--- config.mk ---
export PLATFORM = sky130hd
export DESIGN_NAME = adpcm4_dp
export DESIGN_NICKNAME = d
export VERILOG_FILES = /design/src/rtl/adpcm4_pkg.sv /design/src/rtl/adpcm4_dp.sv
export SDC_FILE = /design/constraint.sdc
export NUM_CORES = 1
export LEC_CHECK = 0
export BUFFER_PORTS_ARGS = -buffer_cell sky130_fd_sc_hd__buf_4
export CELL_PAD_IN_SITES_DETAIL_PLACEMENT = 1
export CELL_PAD_IN_SITES_GLOBAL_PLACEMENT = 2
export CORE_AREA = 5 5 246 248
export DETAILED_ROUTE_END_ITERATION = 12
export DIE_AREA = 0 0 251 253
export GPL_TIMING_DRIVEN = 0
export PLACE_DENSITY = 0.89
export REMOVE_ABC_BUFFERS = 1
export SYNTH_ARGS = -nofsm -noshare
export SYNTH_HDL_FRONTEND = slang
export SYNTH_SLANG_ARGS = --single-unit
--- constraint.sdc ---
create_clock -name i_clk -period 7.48 [get_ports i_clk]
set_input_delay 0.374 -clock i_clk [delete_from_list [all_inputs] [get_ports i_clk]]
set_output_delay 0.374 -clock i_clk [all_outputs]
set_load 0.005 [all_outputs]
--- src/rtl/adpcm4_pkg.sv ---
// adpcm4_pkg: shared types, constants and the step gain table of the adpcm4 decoder
// no dependencies; imported by every other file of the block
`timescale 1ns / 1ps

package adpcm4_pkg;

    localparam int unsigned CodeByteW = 8;
    localparam int unsigned NibW      = 4;
    localparam int unsigned SampleW   = 8;
    localparam int unsigned StepCfgW  = 16;
    localparam int unsigned AccW      = 32;
    localparam int unsigned GainW     = 8;
    localparam int unsigned CfgIdxW   = 2;
    localparam int unsigned CfgDataW  = 16;

    localparam logic [CfgIdxW-1:0] CFG_SAMPLE_MIN   = 2'd0;
    localparam logic [CfgIdxW-1:0] CFG_SAMPLE_MAX   = 2'd1;
    localparam logic [CfgIdxW-1:0] CFG_INITIAL_STEP = 2'd2;

    localparam logic [SampleW-1:0]  SampleMinReset   = 8'h80;
    localparam logic [SampleW-1:0]  SampleMaxReset   = 8'h7F;
    localparam logic [StepCfgW-1:0] InitialStepReset = 16'h0800;

    localparam logic [AccW-1:0] StepRound = 32'd127;
    localparam int unsigned     StepShift = 7;
    localparam int unsigned     TapLeak   = 3;
    localparam int unsigned     TapOut    = 8;

    // command word from the controller to the datapath
    typedef struct packed {
        logic load;     // latch request, apply restart
        logic mul;      // tap update and products for one nibble
        logic upd;      // prediction, history shift, step adapt, sample capture
        logic nib_sel;  // 0 low nibble, 1 high nibble
        logic emit;     // move finished samples into the output register
    } t_dp_cmd;

    function automatic logic [GainW-1:0] f_gain(input logic [NibW-1:0] code);
        logic [GainW-1:0] g;
        unique case (code)
            4'd0:    g = 8'd112;
            4'd1:    g = 8'd128;
            4'd2:    g = 8'd128;
            4'd3:    g = 8'd128;
            4'd4:    g = 8'd128;
            4'd5:    g = 8'd136;
            4'd6:    g = 8'd136;
            4'd7:    g = 8'd192;
            4'd8:    g = 8'd192;
            4'd9:    g = 8'd192;
            4'd10:   g = 8'd136;
            4'd11:   g = 8'd136;
            4'd12:   g = 8'd128;
            4'd13:   g = 8'd128;
            4'd14:   g = 8'd128;
            default: g = 8'd128;
        endcase
        return g;
    endfunction

endpackage

--- src/rtl/adpcm4_dp.sv ---
// adpcm4_dp: decoder datapath, predictor state, config registers and output payload
// depends on adpcm4_pkg; driven by adpcm4_ctrl through t_dp_cmd
`timescale 1ns / 1ps

module adpcm4_dp
    import adpcm4_pkg::*;
(
    input  logic                      i_clk,
    input  logic                      i_rst_n,
    input  t_dp_cmd                   i_cmd,
    input  logic [CodeByteW-1:0]      i_code_byte,
    input  logic                      i_restart,
    input  logic                      i_final_byte,
    input  logic                      i_cfg_we,
    input  logic [CfgIdxW-1:0]        i_cfg_idx,
    input  logic [CfgDataW-1:0]       i_cfg_data,
    output logic signed [SampleW-1:0] o_sample_first,
    output logic signed [SampleW-1:0] o_sample_second,
    output logic                      o_final_res
);

    logic [SampleW-1:0]  r_cfg_min;
    logic [SampleW-1:0]  r_cfg_max;
    logic [StepCfgW-1:0] r_cfg_step;

    logic [AccW-1:0] r_h1, r_h2, r_tap, r_step;
    logic [AccW-1:0] r_prod_pred, r_prod_step;
    logic [CodeByteW-1:0] r_byte;
    logic r_final;
    logic [SampleW-1:0] r_s0, r_s1;

    logic [NibW-1:0]             w_code;
    logic signed [AccW+NibW-1:0] w_pp_full;
    logic [AccW+GainW-1:0]       w_ps_full;
    logic [AccW-1:0]             w_tap_next;
    logic [AccW-1:0]             w_pred;
    logic [AccW-1:0]             w_step_sum;
    logic [AccW-1:0]             w_step_next;
    logic signed [AccW-TapOut-1:0] w_tap_hi;
    logic signed [AccW-TapOut-1:0] w_lo, w_hi;
    logic [SampleW-1:0]          w_sample;

    assign w_code    = i_cmd.nib_sel ? r_byte[CodeByteW-1:NibW] : r_byte[NibW-1:0];
    assign w_pp_full = $signed(r_step) * $signed(w_code);
    assign w_ps_full = r_step * f_gain(w_code);
    assign w_tap_next = r_h2 + r_tap - AccW'($signed(r_tap) >>> TapLeak);

    assign w_pred      = r_prod_pred + r_h1 - r_h2;
    assign w_step_sum  = r_prod_step + StepRound;
    assign w_step_next = AccW'($signed(w_step_sum) >>> StepShift);

    // sample: tap >> 8 clamped, min bound checked first
    assign w_tap_hi = r_tap[AccW-1:TapOut];
    assign w_lo     = (AccW-TapOut)'($signed(r_cfg_min));
    assign w_hi     = (AccW-TapOut)'($signed(r_cfg_max));

    always_comb begin
        priority if (w_tap_hi < w_lo) begin
            w_sample = r_cfg_min;
        end else if (w_tap_hi > w_hi) begin
            w_sample = r_cfg_max;
        end else begin
            w_sample = w_tap_hi[SampleW-1:0];
        end
    end

    always_ff @(posedge i_clk) begin
        if (!i_rst_n) begin
            r_cfg_min  <= SampleMinReset;
            r_cfg_max  <= SampleMaxReset;
            r_cfg_step <= InitialStepReset;
        end else if (i_cfg_we) begin
            unique case (i_cfg_idx)
                CFG_SAMPLE_MIN:   r_cfg_min  <= i_cfg_data[SampleW-1:0];
                CFG_SAMPLE_MAX:   r_cfg_max  <= i_cfg_data[SampleW-1:0];
                CFG_INITIAL_STEP: r_cfg_step <= i_cfg_data[StepCfgW-1:0];
                default: ;
            endcase
        end
    end

    always_ff @(posedge i_clk) begin
        if (!i_rst_n) begin
            r_h1   <= '0;
            r_h2   <= '0;
            r_tap  <= '0;
            r_step <= AccW'(InitialStepReset);
        end else begin
            if (i_cmd.load && i_restart) begin
                r_h1   <= '0;
                r_h2   <= '0;
                r_tap  <= '0;
                r_step <= AccW'(r_cfg_step);
            end
            if (i_cmd.mul) begin
                r_tap <= w_tap_next;
            end
            if (i_cmd.upd) begin
                r_h2   <= r_h1;
                r_h1   <= w_pred;
                r_step <= w_step_next;
            end
        end
    end

    always_ff @(posedge i_clk) begin
        if (i_cmd.load) begin
            r_byte  <= i_code_byte;
            r_final <= i_final_byte;
        end
        if (i_cmd.mul) begin
            r_prod_pred <= w_pp_full[AccW-1:0];
            r_prod_step <= w_ps_full[AccW-1:0];
        end
        if (i_cmd.upd) begin
            if (i_cmd.nib_sel) r_s1 <= w_sample;
            else               r_s0 <= w_sample;
        end
        if (i_cmd.emit) begin
            o_sample_first  <= r_s0;
            o_sample_second <= r_s1;
            o_final_res     <= r_final;
        end
    end

endmodule

==> metrics <==
clock-pin transition on the worst setup and hold timing paths=50 ps; RePlAce Congestion=0.940; Die Ht=253 um; Slew HR=15.9%; Die X=251 um; final period utilization=92.7%; startpoint types=register; Avg Cell Area, Syn=8.87 um2; total gr overflow=0; fill count=6734; slowest CP cell=and3_2; I/O pin cnt=53; Setup CP Type=reg2reg; total number of vias=17.8k; Final Critical Period=6940 ps; drt total wl=56.8 mm; Distinct cells, synth=76; Core ar.=58200 um2; CP required=7780 ps; layout net count=3143; Max Clock Skew=21.9 ps; post-synthesis register bit count=256; largest area contributor in the netlist=fa_1; area grow syn2layout=10.3%; CTS sink cnt=256; Initial DRC Count=636; Min-Delay Path Class=in2reg; worst path arrival time=7240 ps; first-pass GRT wire length=96.7 mm; DRC=0; Seq/Total Area, Yosys=26.2%; Synth Cell Area=23500 um2; sw power=3.86 mW; final worst setup slack=543 ps; worst hold slack=32.2 ps; clock power share=18.6%; final-report hold violation count=0; slowest cell delay on critical path=580 ps; Worst Tran Pin Value=1260 ps; top cells by area, synth=fa_1 (16%), ha_1 (13%), edfxtp_1 (13%); ys async rst share=0%; final setup violation count=0; GRT Util Overall=18.2%; RSZ-0062 raised after global routing=false; CP bufs+invs=2; H-tree levels=2; Fmax achieved=144 MHz; clock root buffer=clkbuf_16; Gate power share=58.4%; Clock Path Buffers=3; Ant. Diodes=0; P_int=5.00 mW; most common cell in the netlist=inv_1; first-pass iteration count of the detailed router=5; EDFF count, synth=103; DIE AREA=63500 um2; Initial Util=40.3%; largest net degree at the start of global routing=132; Num CTS Buffers=34; Pwr Total=8.86 mW; Yosys Warn Count=0; Vias/cell=5.12; top_reg_cell synth=dfxtp_1; Post-synth top cells=inv_1 (414), nand2_1 (322), ha_1 (250); layout cells sized above 1=5.64%; leakage power=12.1 nW; Seq pwr share=23.0%; Skew-Pair Late Insertion Delay=560 ps; vias in the first global route=19.8k; power per cell area=342 nW/um2; IO buf count=52; Max-Cap Viols=0; Setup crit end kind=register; Post-DRT Antenna Nets=0; Max Slew Vio Count=0; pre-CTS WS=-444 ps; DP HPWL=43.9 mm; DR WL/cell=16.4 um; row count=89; CTS tree=done; Post-Synthesis Cells=2646; Peak VDD IR=158 uV; switch share=43.6%; Sum Neg Setup Slack=0 ps; initial antenna violation count=1; worst-path maximum fanout=26; share of the synthesized area in the top cell type=16.0%; critical path's most frequent cell=fa_1; Top delay family on crit path=adder cells; CP Cell Sequence=mux2_4 > inv_1 > and3_2 > nand2_1 > fa_1 > fa_1 > inv_1 > fa_1 > ha_1 > ha_1 > fa_1 > a211oi_1 > o21ai_0 > a211oi_2 > o31ai_1 > a41oi_1 > a21oi_1 > o21a_1 > nor2_1 > xnor2_1; status=completed
## cells by family (layout without fill, tap and decap cells)
kind of cell | Yosys count | in the layout | share of synthesized area, %
adder cells (fa/ha/maj) | 438 | 438 | 29.4
AO/OA/AOI/OAI | 501 | 501 | 13.6
flip-flops | 256 | 256 | 26.2
buffers and inverters | 495 | 542 | 7.92
multiplexers | 38 | 39 | 1.69
AND/OR/NAND/NOR | 795 | 795 | 16.6
XOR/XNOR | 123 | 123 | 4.59
## placed cells by master, fill, tap and decap left out, drive strengths merged, types with 5 or more instances in the layout
cell	n
a2111oi	6
a211o	7
a211oi	21
a21boi	16
a21o	54
a21oi	150
a22oi	8
a31oi	9
and2	142
and3	11
buf	58
clkbuf	48
clkinv	8
dfxtp	153
dlygate4sd3	9
edfxtp	103
fa	188
ha	250
inv	416
mux2	13
mux2i	26
nand2	322
nand2b	37
nand3	34
nand4	22
nor2	103
nor2b	73
nor3	21
o211a	5
o211ai	17
o21a	16
o21ai	140
o21bai	14
o31ai	7
or3	8
xnor2	71
xor2	52
## sequential cells by signal, summed over array words and instances (netlist names), 16 cells and up
signal / flops
r_step: 25
r_cfg_step: 16
r_prod_step: 29
r_h1: 32
r_h2: 32
r_prod_pred: 32
r_tap: 32
## layout make-up
cell class	count	area, um2	share of cell area, %
Clock buffer	48	965	3.73
Clock inverter	13	155	0.599
Inverter	414	1550	6.00
Multi-Input combinational cell	1896	15500	59.9
Sequential cell	256	6160	23.8
Tap cell	773	967	3.74
Timing Repair Buffer	67	573	2.21
## repair_timing
action,in CTS,in global routing
hold buffers,9,0
cloned,1,0
buffers inserted,0,3
endpoints found under the hold margin,9,0
setup endpoints to repair,1,1
gates resized for setup,3,2
## power groups by stage
stage	Clock, mW	Sequential, mW	Combinational, mW
after floorplan	0	1.97	4.01
after global placement	0	2.06	4.90
after detailed placement	0	2.08	5.12
after CTS	1.70	2.05	5.19
after global routing	1.75	2.08	5.88
final	1.65	2.04	5.18
## per-stage QoR
step,utilization (%),cell area (um2),std cells
after CTS,44.4,25800,3464
after global routing,44.4,25900,3467
after floorplan,-,23200,2565
after global placement,42.1,24500,3390
after detailed placement,42.2,24600,3393
final,44.4,25900,3467
## per-layer routing
| layer | global-route usage (%) | share of wire (%) | vias up |
|---|---|---|---|
| li1 | - | - | 8768 |
| met1 | 21.8 | 43 | 8724 |
| met5 | 0 | 0 | - |
| met4 | 5.27 | 2.8 | 0 |
| met3 | 2.64 | 3.2 | 78 |
| met2 | 33.9 | 51 | 190 |
## final timing paths
check	from	depth (start not counted)	to	slack, ps
hold reg to reg	r_s0[5]	0	o_sample_first[5]	420
setup / recovery	r_byte[7]	20	r_prod_step[31]	540
setup reg to reg	r_byte[7]	20	r_prod_step[31]	540
hold / removal	i_cfg_data[11]	3	r_cfg_step[11]	30
## tightest hold or removal path, delay by kind of cell
family	cells	cell delay (ps)
AND/OR/NAND/NOR	2	100
buffers and inverters	1	80
(Power assumes the default switching activity.)
