[config.mk]
export PLATFORM = sky130hd
export DESIGN_NAME = adpcm4_ctrl
export DESIGN_NICKNAME = d
export VERILOG_FILES = /design/src/rtl/adpcm4_pkg.sv /design/src/rtl/adpcm4_ctrl.sv
export SDC_FILE = /design/constraint.sdc
export NUM_CORES = 1
export LEC_CHECK = 0
export CELL_PAD_IN_SITES_DETAIL_PLACEMENT = 0
export CELL_PAD_IN_SITES_GLOBAL_PLACEMENT = 1
export CORE_AREA = 2 2 39 41
export DETAILED_ROUTE_END_ITERATION = 8
export DIE_AREA = 0 0 41 43
export DONT_BUFFER_PORTS = 1
export GPL_TIMING_DRIVEN = 0
export PLACE_DENSITY = 0.57
export RECOVER_POWER = 100
export SLEW_MARGIN = 20
export SYNTH_ARGS = -nofsm -noshare
export SYNTH_HDL_FRONTEND = slang
export SYNTH_SLANG_ARGS = --single-unit
[constraint.sdc]
create_clock -name i_clk -period 2.03 [get_ports i_clk]
set_input_delay 0.203 -clock i_clk [delete_from_list [all_inputs] [get_ports i_clk]]
set_output_delay 0.203 -clock i_clk [all_outputs]
set_load 0.01 [all_outputs]
[src/rtl/adpcm4_pkg.sv]
// adpcm4_pkg: shared types, constants and the step gain table of the adpcm4 decoder
// no dependencies; imported by every other file of the block
`timescale 1ns / 1ps

package adpcm4_pkg;

    localparam int unsigned CodeByteW = 8;
    localparam int unsigned NibW      = 4;
    localparam int unsigned SampleW   = 8;
    localparam int unsigned StepCfgW  = 16;
    localparam int unsigned AccW      = 32;
    localparam int unsigned GainW     = 8;
    localparam int unsigned CfgIdxW   = 2;
    localparam int unsigned CfgDataW  = 16;

    localparam logic [CfgIdxW-1:0] CFG_SAMPLE_MIN   = 2'd0;
    localparam logic [CfgIdxW-1:0] CFG_SAMPLE_MAX   = 2'd1;
    localparam logic [CfgIdxW-1:0] CFG_INITIAL_STEP = 2'd2;

    localparam logic [SampleW-1:0]  SampleMinReset   = 8'h80;
    localparam logic [SampleW-1:0]  SampleMaxReset   = 8'h7F;
    localparam logic [StepCfgW-1:0] InitialStepReset = 16'h0800;

    localparam logic [AccW-1:0] StepRound = 32'd127;
    localparam int unsigned     StepShift = 7;
    localparam int unsigned     TapLeak   = 3;
    localparam int unsigned     TapOut    = 8;

    // command word from the controller to the datapath
    typedef struct packed {
        logic load;     // latch request, apply restart
        logic mul;      // tap update and products for one nibble
        logic upd;      // prediction, history shift, step adapt, sample capture
        logic nib_sel;  // 0 low nibble, 1 high nibble
        logic emit;     // move finished samples into the output register
    } t_dp_cmd;

    function automatic logic [GainW-1:0] f_gain(input logic [NibW-1:0] code);
        logic [GainW-1:0] g;
        unique case (code)
            4'd0:    g = 8'd112;
            4'd1:    g = 8'd128;
            4'd2:    g = 8'd128;
            4'd3:    g = 8'd128;
            4'd4:    g = 8'd128;
            4'd5:    g = 8'd136;
            4'd6:    g = 8'd136;
            4'd7:    g = 8'd192;
            4'd8:    g = 8'd192;
            4'd9:    g = 8'd192;
            4'd10:   g = 8'd136;
            4'd11:   g = 8'd136;
            4'd12:   g = 8'd128;
            4'd13:   g = 8'd128;
            4'd14:   g = 8'd128;
            default: g = 8'd128;
        endcase
        return g;
    endfunction

endpackage

[src/rtl/adpcm4_ctrl.sv]
// adpcm4_ctrl: sequencer for the two nibble decodes and the output slot
// depends on adpcm4_pkg; commands adpcm4_dp through t_dp_cmd
`timescale 1ns / 1ps

module adpcm4_ctrl
    import adpcm4_pkg::*;
(
    input  logic    i_clk,
    input  logic    i_rst_n,
    input  logic    i_in_valid,
    output logic    o_in_ready,
    output logic    o_out_valid,
    input  logic    i_out_ready,
    output t_dp_cmd o_cmd
);

    typedef enum logic [5:0] {
        S_IDLE = 6'b000001,
        S_MUL0 = 6'b000010,
        S_UPD0 = 6'b000100,
        S_MUL1 = 6'b001000,
        S_UPD1 = 6'b010000,
        S_EMIT = 6'b100000
    } t_state;

    t_state r_state, n_state;
    logic   r_out_valid, n_out_valid;
    logic   w_slot_free;

    assign w_slot_free = !r_out_valid || i_out_ready;
    assign o_in_ready  = (r_state == S_IDLE);
    assign o_out_valid = r_out_valid;

    always_comb begin
        n_state = r_state;
        o_cmd   = '0;
        unique case (r_state)
            S_IDLE: begin
                if (i_in_valid) begin
                    o_cmd.load = 1'b1;
                    n_state    = S_MUL0;
                end
            end
            S_MUL0: begin
                o_cmd.mul = 1'b1;
                n_state   = S_UPD0;
            end
            S_UPD0: begin
                o_cmd.upd = 1'b1;
                n_state   = S_MUL1;
            end
            S_MUL1: begin
                o_cmd.mul     = 1'b1;
                o_cmd.nib_sel = 1'b1;
                n_state       = S_UPD1;
            end
            S_UPD1: begin
                o_cmd.upd     = 1'b1;
                o_cmd.nib_sel = 1'b1;
                n_state       = S_EMIT;
            end
            S_EMIT: begin
                if (w_slot_free) begin
                    o_cmd.emit = 1'b1;
                    n_state    = S_IDLE;
                end
            end
            default: n_state = S_IDLE;
        endcase
    end

    always_comb begin
        n_out_valid = r_out_valid;
        if (i_out_ready) n_out_valid = 1'b0;
        if (o_cmd.emit)  n_out_valid = 1'b1;
    end

    always_ff @(posedge i_clk) begin
        if (!i_rst_n) begin
            r_state     <= S_IDLE;
            r_out_valid <= 1'b0;
        end else begin
            r_state     <= n_state;
            r_out_valid <= n_out_valid;
        end
    end

`ifndef SYNTHESIS
    a_onehot_state: assert property (@(posedge i_clk) disable iff (!i_rst_n)
        $onehot(r_state))
        else $error("state register not one-hot");

    a_emit_slot_free: assert property (@(posedge i_clk) disable iff (!i_rst_n)
        o_cmd.emit |-> (!r_out_valid || i_out_ready))
        else $error("result overwrote a pending result");

    a_load_starts: assert property (@(posedge i_clk) disable iff (!i_rst_n)
        o_cmd.load |=> (r_state == S_MUL0))
        else $error("accepted request did not start decoding");

    a_emit_sets_valid: assert property (@(posedge i_clk) disable iff (!i_rst_n)
        o_cmd.emit |=> (r_out_valid && r_state == S_IDLE))
        else $error("emitted result not presented");
`endif

endmodule

==> results.md, run 1 <==
* Status: complete, no violations
* Critical R2R Launch: r_state[4]$_SDFFE_PN0P_
* Sink Count at 7
* Sw power at 79.0 µW
* Hold-fix buffers, CTS at 0
* GP Congestion at 0.754
* Core area at 0.00138 mm²
* H-tree levels at 1
* Sequential Power Share at 45.3%
* Max Fclk at 528 MHz
* Internal power at 237 µW
* Worst Hold Class: in -> reg
* Period Utilization, post-route at 93.3%
* I/O pins at 11
* Worst setup margin at 0.135 ns
* Hold path startpoint: i_rst_n
* R2r endpoint: r_state[0]$_SDFFE_PN1P_
* Starting Density at 32.5%
* Slew HR at 62.2%
* Final Slew Violations at 0
* Leakage power at 0.000191 µW
* TNS Setup at 0 ns
* Switch share at 25.0%
* Final global-route overflow total at 0
* Worst setup path class: reg -> out
* DR iter-0 viols at 15
* Post-synthesis cell type count at 30
* R2R Setup Slk at 0.39 ns
* Ant diodes at 0
* Peak supply drop at 0.256 mV
* Syn. warnings at 0
* Fin nets at 61
* Mapped cell area at 449 µm²
* CTS tree: done
* IO Port Bufs at 0
* Root Driver: clkbuf_4
* Setup WS pre-CTS at 0.396 ns
* Die width at 41 µm
* Fin. Hold Viols at 0
* Period minus WS final at 1.89 ns
* Crit. End Element: output pin
* Initial DRT Pass Iterations at 4
* Fin util at 35.1%
* Via count at 394
* Final setup fails at 0
* First-pass GRT wire length at 1.59 mm
* Drt wl/cell at 12.7 µm
* Detailed Place HPWL at 671 µm
* Clock share of power at 39.3%
* Sequential area share after synthesis at 31.2%
* Avg Cell Area, Syn at 8.64 µm²
* Initial antenna violation count at 0
* Critical path arrival at 1.69 ns
* Worst hold stages at 2
* Post-Synthesis Cells at 52
* Drc violations at 0
* Setup repair after global routing missed its margin: false
* Startpoint Class: flip-flop
* Clk slew on worst S/H paths at 0.05 ns
* Clk_lat worst skew at 0.25 ns
* Area Overhead vs Synth at 8.08%
* Vias in the first global route at 368
* WL final at 917 µm
* Least-Margin Pin Slew at 0.559 ns
* Largest net degree at the start of global routing at 10
* Total track usage at 13.8%
* Hold EP: r_state[2]$_SDFFE_PN0P_
* CTS Buf Count at 3
* Max FO, Critical Path at 8
* Final total power at 316 µW
* Die ar. at 0.00176 mm²
* Via/cell ratio at 5.47
* Antenna Nets Post-Route at 0
* Post-CTS resize count at 0
* Postcts setup bufs at 0
* Die Y at 43 µm
* Reg2Reg Depth at 5
* Longest Clk Path Bufs at 2
* Worst EP required at 1.83 ns
* Post-Syn Nets at 56
* Hold Slack at 0.0804 ns
* Layout cells sized above 1 at 21.4%
* Row Count at 14
* Comb pwr share at 15.4%
* Max cap viols at 0
* Layout Skew at 0.00405 ns
* Pwr Density at 650 mW/mm²
* Register bit total from synthesis at 7
## metal layers
metal | up-vias | global-route usage (%) | wire length, µm
li1 | 197 | - | -
met1 | 183 | 14.8 | 425
met2 | 12 | 20.9 | 438
met3 | 2 | 6.28 | 42
met4 | 0 | 8.00 | 11
met5 | - | 0 | 0
## logic make-up after synthesis
family / share of synthesized area (%)
buffers and inverters: 11.4
AO/OA/AOI/OAI: 12.3
flip-flops: 31.2
XOR/XNOR: 5.85
AND/OR/NAND/NOR: 39.3
## critical path: stages (launching register included)
cell,delay [ns]
dfxtp_1,0.30
buf_6,0.13
nor2_1,0.21
nand3b_1,0.13
nor3_1,0.42
and2_1,0.26
## placed cells by master, fill, tap and decap left out
cell,instances
nand3_1,2
nand2_1,2
nor4b_1,1
clkbuf_1,6
nand4_1,1
nor2_1,6
or3_4,1
nand2b_2,1
o41ai_1,1
and4b_2,1
and4_1,1
and2b_2,2
or2b_2,1
buf_6,2
and2_1,1
nand2b_1,1
a21boi_0,1
o21a_2,1
clkbuf_4,3
a221o_1,2
nand3b_1,1
and3_1,1
xnor2_1,1
a21oi_1,2
dfxtp_1,7
xor2_1,2
nor3_1,2
nor4_1,3
## worst max path at each step
stage	startpoint	to	slack, ns	depth (start not counted)
3_3_place_gp	r_state[2]$_SDFFE_PN0P_	o_cmd[4]	0.41	5
3_5_place_dp	r_state[2]$_SDFFE_PN0P_	o_cmd[4]	0.40	5
6_report	r_state[2]$_SDFFE_PN0P_	o_cmd[4]	0.14	5
2_1_floorplan	r_state[2]$_SDFFE_PN0P_	r_state[0]$_SDFFE_PN1P_	0.52	4
4_1_cts	r_state[2]$_SDFFE_PN0P_	o_cmd[4]	0.12	5
5_1_grt	r_state[2]$_SDFFE_PN0P_	o_cmd[4]	0.006	5
## cells in the mapped netlist (all sizes together)
cell type / count / area share (%)
or3: 1 / 2.5
xnor2: 1 / 2.0
o41ai: 1 / 2.0
and4b: 1 / 2.5
and4: 1 / 2.0
nand3b: 1 / 1.7
a221o: 2 / 4.5
nor3: 2 / 2.2
nor4b: 1 / 2.0
nand3: 2 / 2.2
nor4: 3 / 4.2
o21a: 1 / 2.0
nand4: 1 / 1.4
xor2: 2 / 3.9
and2: 1 / 1.4
nand2b: 2 / 3.3
clkbuf: 2 / 1.9
and2b: 2 / 3.9
buf: 5 / 9.5
and3: 1 / 1.4
nand2: 2 / 1.7
a21boi: 1 / 1.7
nor2: 6 / 5.0
or2b: 1 / 2.0
a21oi: 2 / 2.2
dfxtp: 7 / 31
## through the flow
| step | cell area [µm²] | instances |
|---|---|---|
| 2_1_floorplan | 449 | 52 |
| 3_3_place_gp | 469 | 68 |
| 3_5_place_dp | 469 | 68 |
| 4_1_cts | 495 | 72 |
| 5_1_grt | 485 | 72 |
| 6_report | 485 | 72 |
## layout make-up
class,count,area (µm²)
Tap cell,16,20.0
Multi-Input combinational cell,38,258
Fill cell,144,898
Sequential cell,7,140
Buffer,7,41.3
Clock buffer,4,26.3
## power groups by stage
stage	combinational [µW]	clock (µW)	sequential, µW
after global placement	48.3	0	146
final	48.5	124	143
after floorplan	41.4	0	146
after global routing	53.4	139	143
after CTS	49.0	132	143
after detailed placement	48.6	0	146
## registers in the layout, indices dropped and copies added (netlist names)
signal       cells
r_state          6
o_out_valid      1
No activity file was read; power rests on OpenSTA's default activity.
==> run 2: changes to the inputs <==
Settings changed: CELL_PAD_IN_SITES_DETAIL_PLACEMENT 0 to not set, CELL_PAD_IN_SITES_GLOBAL_PLACEMENT 1 to not set, PLACE_DENSITY 0.57 to 0.45, REMOVE_ABC_BUFFERS set to 1.
==> run 2 against run 1 <==
  * Die area unchanged
  * First-iteration DRC count decreased by 73%
  * Cell count decreased by 9.7%
  * Sequential power increased by 7%
  * Via count decreased by 8.1%
  * Register-to-register slack improved by 0.09 ns
  * Maximum frequency increased by 6.3%
  * Total power increased by 0.74%
  * Clock power increased by 3%
  * Critical path type unchanged
  * Largest power group unchanged
==> results.md, run 2 (same netlist as run 1, synthesis figures left out) <==
* Sequential Power Share at 48.0%
* Drc violations at 0
* Antenna Nets Post-Route at 0
* Pwr Density at 708 mW/mm²
* Clk_lat worst skew at 0.25 ns
* Row Count at 14
* Biggest register: r_state
* Clk slew on worst S/H paths at 0.05 ns
* Core area at 0.00138 mm²
* Period Utilization, post-route at 87.8%
* Root Driver: clkbuf_4
* CTS Buf Count at 3
* Die width at 41 µm
* Fin nets at 54
* Layout cells sized above 1 at 22.4%
* TNS Setup at 0 ns
* Total track usage at 13.2%
* Least-Margin Pin Slew at 0.604 ns
* Final global-route overflow total at 0
* Status: complete, no violations
* Slew HR at 59.2%
* Peak supply drop at 0.271 mV
* Startpoint Class: flip-flop
* Crit-path slowest cell: dfxtp_1
* Number of flip-flops in the largest register at 6
* Most common cell after layout, fill and taps aside: dfxtp_1
* Placement Cell Area at 418 µm²
* CP delay by family, top: simple AND/OR/NAND/NOR gates
* Final setup fails at 0
* Max Fclk at 561 MHz
* Sw power at 83.0 µW
* Clock share of power at 40.3%
* CTS tree: done
* H-tree levels at 1
* R2R Setup Slk at 0.48 ns
* GP Congestion at 0.784
* Max FO, Critical Path at 9
* Sink Count at 7
* Internal power at 235 µW
* DR iter-0 viols at 4
* Detailed Place HPWL at 633 µm
* Worst Hold Class: in -> reg
* Commonest non-fill, non-tap cells in the layout: 7 x dfxtp_1, 6 x nor2_1, 3 x nor4_1, 3 x clkbuf_4
* Crit. path cell count at 4
* I/O pins at 11
* Via/cell ratio at 5.57
* Final Instance Area at 449 µm²
* First-pass GRT wire length at 1.55 mm
* Initial antenna violation count at 0
* Via count at 362
* IO Port Bufs at 0
* Die ar. at 0.00176 mm²
* Initial DRT Pass Iterations at 2
* Ant diodes at 0
* Max cap viols at 0
* Starting Density at 32.5%
* Leakage power at 0.000173 µW
* Drt wl/cell at 14.6 µm
* Area Overhead vs Synth at 0%
* Worst hold stages at 2
* Crit. End Element: output pin
* WL final at 949 µm
* Layout Skew at 0.00188 ns
* Largest net degree at the start of global routing at 10
* Die Y at 43 µm
* Longest Clk Path Bufs at 2
* Crit-path cells: nor2_1 > nand3b_1 > nor3_2 > and2_0
* Fin. Hold Viols at 0
* Vias in the first global route at 348
* Worst setup path class: reg -> out
* CP max stage delay at 0.40 ns
* Critical path arrival at 1.58 ns
* Final Slew Violations at 0
* Comb pwr share at 11.6%
* Switch share at 26.1%
* WP buf/inv at 0
* Worst EP required at 1.83 ns
* Setup repair after global routing missed its margin: false
* Reg2Reg Depth at 3
* Period minus WS final at 1.78 ns
==> run 2: per-layer routing <==
metal	track usage [%]	vias to the layer above	wire length, µm
li1	-	180	-
met1	17.4	173	414
met2	16.9	9	451
met3	10.5	0	83
met4	2.00	0	0
met5	0	-	0
==> run 2: layout make-up <==
cell class | instances | area [µm²]
multi-input cells | 38 | 263
clock buffers | 4 | 26.3
flip-flops and latches | 7 | 140
fillers | 153 | 935
well taps | 16 | 20.0
==> run 2: worst paths after layout <==
check | end | start
worst min-delay path | r_state[2]$_SDFFE_PN0P_ | i_rst_n
worst min register to register | o_out_valid$_SDFFE_PN0P_ | o_out_valid$_SDFFE_PN0P_
worst max register to register | r_state[0]$_SDFFE_PN1P_ | r_state[2]$_SDFFE_PN0P_
worst max-delay path | o_cmd[4] | r_state[3]$_SDFFE_PN0P_
==> run 2: repair_timing <==
action / in CTS / in global routing
hold buffers: 0 / 0
buffers inserted: 0 / 0
resized for setup: 0 / 1
endpoints found under the setup margin: 0 / 1
==> run 2: power groups by stage <==
stage | registers, µW | clock network (µW) | logic (µW)
after floorplan | 152 | 0 | 31.5
after global placement | 155 | 0 | 35.7
after detailed placement | 155 | 0 | 36.0
after CTS | 152 | 132 | 36.0
after global routing | 153 | 155 | 41.4
final | 153 | 128 | 37.0
==> run 2: stage by stage <==
stage	hold WS (ns)	utilization, %	total power [µW]	std cells	worst slack [ns]
floorplan	0.322	-	184	45	0.560
global placement	0.335	30.2	191	61	0.420
detailed placement	0.331	30.2	191	61	0.406
CTS	0.0638	32.1	320	65	0.128
global route	0.0442	32.5	349	65	0.0796
finish	0.0688	32.5	318	65	0.248
